File: src/design/mvt_pkg.sv
// Shared types and constants for the 4x4 matrix-vector transform unit.
// No dependencies; imported by every module of the block.
`default_nettype none

package mvt_pkg;

  localparam int ELEM_W  = 32;
  localparam int PROD_W  = 2 * ELEM_W;
  localparam int VEC_LEN = 4;
  localparam int IDX_W   = 2;

  // s_tdata layout, lowest bit first: row, column, element_value, vec_x..vec_w
  localparam int ROW_LSB  = 0;
  localparam int COL_LSB  = ROW_LSB + IDX_W;
  localparam int ELEM_LSB = COL_LSB + IDX_W;
  localparam int VEC_LSB  = ELEM_LSB + ELEM_W;
  localparam int IN_BITS  = VEC_LSB + VEC_LEN * ELEM_W;
  localparam int IN_TDATA_W  = ((IN_BITS + 7) / 8) * 8;
  localparam int OUT_TDATA_W = VEC_LEN * ELEM_W;

  // operation codes carried in s_tuser
  localparam logic OP_WRITE     = 1'b0;
  localparam logic OP_TRANSFORM = 1'b1;

  typedef logic signed [ELEM_W-1:0] q16_t;
  typedef logic signed [PROD_W-1:0] prod_t;

  // load enables for the three pipeline stages after the input register
  typedef struct packed {
    logic en_mul;
    logic en_pair;
    logic en_out;
  } stage_ctl_t;

endpackage

`default_nettype wire

File: src/design/mvt_matrix.sv
// Matrix element store: DIM x DIM Q16.16 registers, cleared on reset.
// Depends on mvt_pkg.
`default_nettype none

module mvt_matrix
  import mvt_pkg::*;
#(
  parameter int DIM = 4
) (
  input  wire logic             clk,
  input  wire logic             rst,
  input  wire logic             wr_en,
  input  wire logic [IDX_W-1:0] wr_row,
  input  wire logic [IDX_W-1:0] wr_col,
  input  wire q16_t             wr_data,
  output q16_t                  elem [DIM][DIM]
);

  // each element has its own decode; writes outside DIM match nothing
  for (genvar r = 0; r < DIM; r++) begin : g_row
    for (genvar c = 0; c < DIM; c++) begin : g_col
      always_ff @(posedge clk) begin
        if (rst) begin
          elem[r][c] <= '0;
        end else if (wr_en && wr_row == IDX_W'(r) && wr_col == IDX_W'(c)) begin
          elem[r][c] <= wr_data;
        end
      end
    end
  end

endmodule

`default_nettype wire

File: config.mk
export PLATFORM = sky130hd
export DESIGN_NAME = mvt_matrix
export DESIGN_NICKNAME = d
export VERILOG_FILES = /design/src/design/mvt_pkg.sv /design/src/design/mvt_matrix.sv
export SDC_FILE = /design/constraint.sdc
export NUM_CORES = 1
export LEC_CHECK = 0
export BUFFER_PORTS_ARGS = -buffer_cell sky130_fd_sc_hd__buf_2
export CAP_MARGIN = 20
export CORE_MARGIN = 2
export CORE_UTILIZATION = 40
export DETAILED_ROUTE_END_ITERATION = 8
export PLACE_DENSITY = 0.72
export RECOVER_POWER = 50
export SLEW_MARGIN = 0
export SYNTH_ARGS = -nofsm -noshare
export SYNTH_HDL_FRONTEND = slang
export SYNTH_SLANG_ARGS = --single-unit
File: constraint.sdc
create_clock -name clk -period 1.68 [get_ports clk]
set_clock_uncertainty 0.1 [all_clocks]
set_input_delay 0.168 -clock clk [delete_from_list [all_inputs] [get_ports clk]]
set_output_delay 0.168 -clock clk [all_outputs]
set_load 0.02 [all_outputs]
==> summary.txt <==
Run status
  – Status: finished clean

Worst setup path
  – Critical Path RT: ~2.0 ns
  – End of the worst register-to-register path: elem[137]
  – CP max stage cell: dlygate4sd3_1
  – Worst-case reg-to-reg path depth: 3
  – R2R Setup Slk: about 0.44 ns
  – Maximum fanout along the worst path: 54
  – Startpoint types: input port
  – Levels on crit path: 5
  – Worst path top cell family by delay: buffers and inverters
  – Critical Path Start: rst
  – Critical Path, Cell by Cell: dlygate4sd3_1 > buf_8 > nand2b_1 > clkbuf_2 > mux2i_1
  – Nature of the critical path endpoint: register
  – Buf/Inv on CP: 3
  – Kind of critical path: input port to register
  – Critical Path AT: between 1.5 and 2 ns
  – Reg2Reg Launch Point: elem[137]
  – Largest stage delay, worst path: around 0.56 ns
  – Crit path to: elem[238]

Logic synthesis
  – Number of synthesized register bits: approximately 500
  – FFs w/ async S/R, synth: 0
  – Mapped cell area: slightly below 20000 µm²
  – Sequential share of the synthesized area: 0.516
  – Number of flops mapped to enable cells by yosys: 0
  – Syn Nets: 1811
  – Synth top area cells: dfxtp_1 (52%), mux2i_1 (26%), nand2b_1 (17%), clkbuf_1 (1.9%), buf_4 (1.2%)
  – Synth unique cells: 21
  – Mean post-synth cell area: about 11 µm²
  – Most numerous cell in the Yosys netlist: nand2b_1
  – Synth warn: 0
  – Synth top area share: 0.516
  – Commonest cells in the netlist: nand2b_1 (544), dfxtp_1 (512), mux2i_1 (512)
  – Post-synth top area cell: dfxtp_1
  – Synth Instances: 1772
  – Prevailing post-synth register cell: dfxtp_1

Power
  – Cell internal pwr: 20.2 mW
  – Switching fraction of total power: 0.230
  – Net Sw Power: approximately 6.0 mW
  – Leak: between 10 and 15 nW
  – Power Total: around 26 mW
  – Peak supply drop: a little under 0.0008 V
  – Flop pwr share: 0.473
  – Power per Cell Area: slightly above 1000 nW/µm²
  – Combinational power share: 0.065
  – Clock share of power: 0.462

Final layout
  – Max reg flops: 512
  – Final nets: 2348
  – Share of post-route cells with drive strength above 1: 0.192
  – Largest Register: elem
  – FF+latch area: a little over 10000 µm²
  – Filler cells: around 4500
  – Area Growth Syn to Fin: 27.8%
  – Multi-input gate area: 8720 µm²
  – Registers with the most flip-flops: elem: 512 flops

Floorplanning
  – Die Ht: 227 µm
  – Initial Utilization: 0.406
  – Core Rows: 81
  – Die Area: between 50000 and 60000 µm²
  – I/O pins: around 550
  – Core area: between 40000 and 50000 µm²
  – Die X: about 230 µm

Global routing
  – Number of global-route vias before repair: between 10000 and 15000
  – GRT overflow: 0
  – First-pass GRT wire length: around 90 mm
  – Initial antenna violation count: 3
  – Largest net degree at the start of global routing: 66
  – GRT Overall Usage: 0.229

Clock network
  – CTS Hold Bufs: 35
  – Max clock buf depth: 3
  – Worst skew pair latency: 0.59 ns
  – Clock sink count: just over 500
  – CTS tree: yes
  – Setup bufs post-CTS: 0
  – Cts bufs inserted: between 50 and 60
  – Clk root buf: clkbuf_16
  – Reg clk slew, reported paths: ~0.060 ns
  – Gates resized, CTS repair: 0
  – CTS H-tree lvls: 2

STA
  – TNS Setup: 0 ns
  – Tmin final: about 1.6 ns
  – Headroom to the max-slew limit: 0.511
  – RSZ-0062 raised after global routing: false
  – Fmax: between 600 and 700 MHz
  – Hold Violations, Final: 0
  – Final Cycle Share: 0.968
  – Final setup fails: 0
  – Final Max Slew Viols: 0
  – Worst-Margin Slew: 0.733 ns

Route
  – DR vias: 14600
  – DR vias/cell: just under 5
  – First DRT Iteration DRCs: 830
  – DRT antenna net count: 0
  – Final wirelength: just over 60 mm
  – Drt pass-1 iters: 5
  – DRC viols: 0
  – DR WL/cell: 20.3 µm

Placement
  – GPL Wtd Cong: roughly 0.8
  – PortBufs: between 500 and 600
  – DP HPWL: 41.4 mm

Worst hold path
  – HP Class: input port to register
  – Hold Path Origin: wr_col[1]

Flow run
  – Max-Cap Viols: 0
[cells by family after synthesis]
| logic type | synth area share |
|---|---|
| AND/OR/NAND/NOR | 0.180 |
| multiplexers | 0.258 |
| flip-flops | 0.516 |
| buffers and inverters | 0.0453 |
[tightest hold or removal path, stage by stage]
cell and delay (ns):
buf_2 0.12, nor3b_4 0.09, nand2_2 0.10, buf_4 0.14, mux2i_1 0.07
[metal layers]
metal,track usage,vias to the layer above,part of all wire
li1,-,6838,-
met1,0.285,7100,0.42
met2,0.372,518,0.46
met3,0.0653,143,0.080
met4,0.0957,6,0.036
met5,0,-,0.00054
[power by group through the flow]
stage / clock (mW) / combinational, mW / sequential [mW]
final: 12.1 / 1.70 / 12.4
after detailed placement: 0 / 1.72 / 12.6
after global placement: 0 / 1.70 / 12.6
after floorplan: 0 / 0.804 / 12.8
after global routing: 12.8 / 1.79 / 12.4
after CTS: 12.3 / 1.79 / 12.4
[per-stage QoR]
step / hold WS (ns) / util / worst slack (ns) / cell area [µm²] / cells
after floorplan: 0.335 / - / 0.285 / 19900 / 1772
after global placement: 0.356 / 0.485 / 0.0489 / 23700 / 2882
after detailed placement: 0.358 / 0.485 / 0.00229 / 23700 / 2882
after CTS: 0.0160 / 0.529 / 0.139 / 25900 / 3018
after global routing: 0.0491 / 0.518 / 0.0313 / 25400 / 3018
final: 0.0475 / 0.518 / 0.0531 / 25400 / 3021
[final cells by class]
cell class,instances,share of cell area
Clock inverter,16,0.00661
Clock buffer,85,0.0651
Antenna cell,3,0.000296
Sequential cell,512,0.404
Tap cell,664,0.0327
Timing Repair Buffer,660,0.147
Multi-Input combinational cell,1081,0.344
[worst min-delay path by stage]
stage / end / cells past startpoint
floorplan: elem[127] / 3
global placement: elem[469] / 2
detailed placement: elem[467] / 2
CTS: elem[37] / 4
global route: elem[255] / 5
finish: elem[255] / 5
[layout by cell type, fill, tap and decap left out]
cell type      instances
buf_12                36
mux2i_1              512
clkbuf_2              15
and2_4                 1
buf_8                  1
clkinv_2               9
nand3_2                4
bufinv_16              3
nor2b_1                2
nand2_2               10
dfxtp_1              512
buf_6                  1
clkbuf_1             293
clkbuf_8              12
nand2b_1             544
nand2_4                1
buf_2                274
diode_2                3
nor2_2                 1
nand2_1                1
nor3b_4                1
and3_1                 1
clkbuf_16             57
dlygate4sd3_1         35
clkbuf_4               2
clkinvlp_4             2
buf_4                 19
clkinv_4               2
and3b_1                2
and2_1                 1
(Power assumes the default switching activity.)
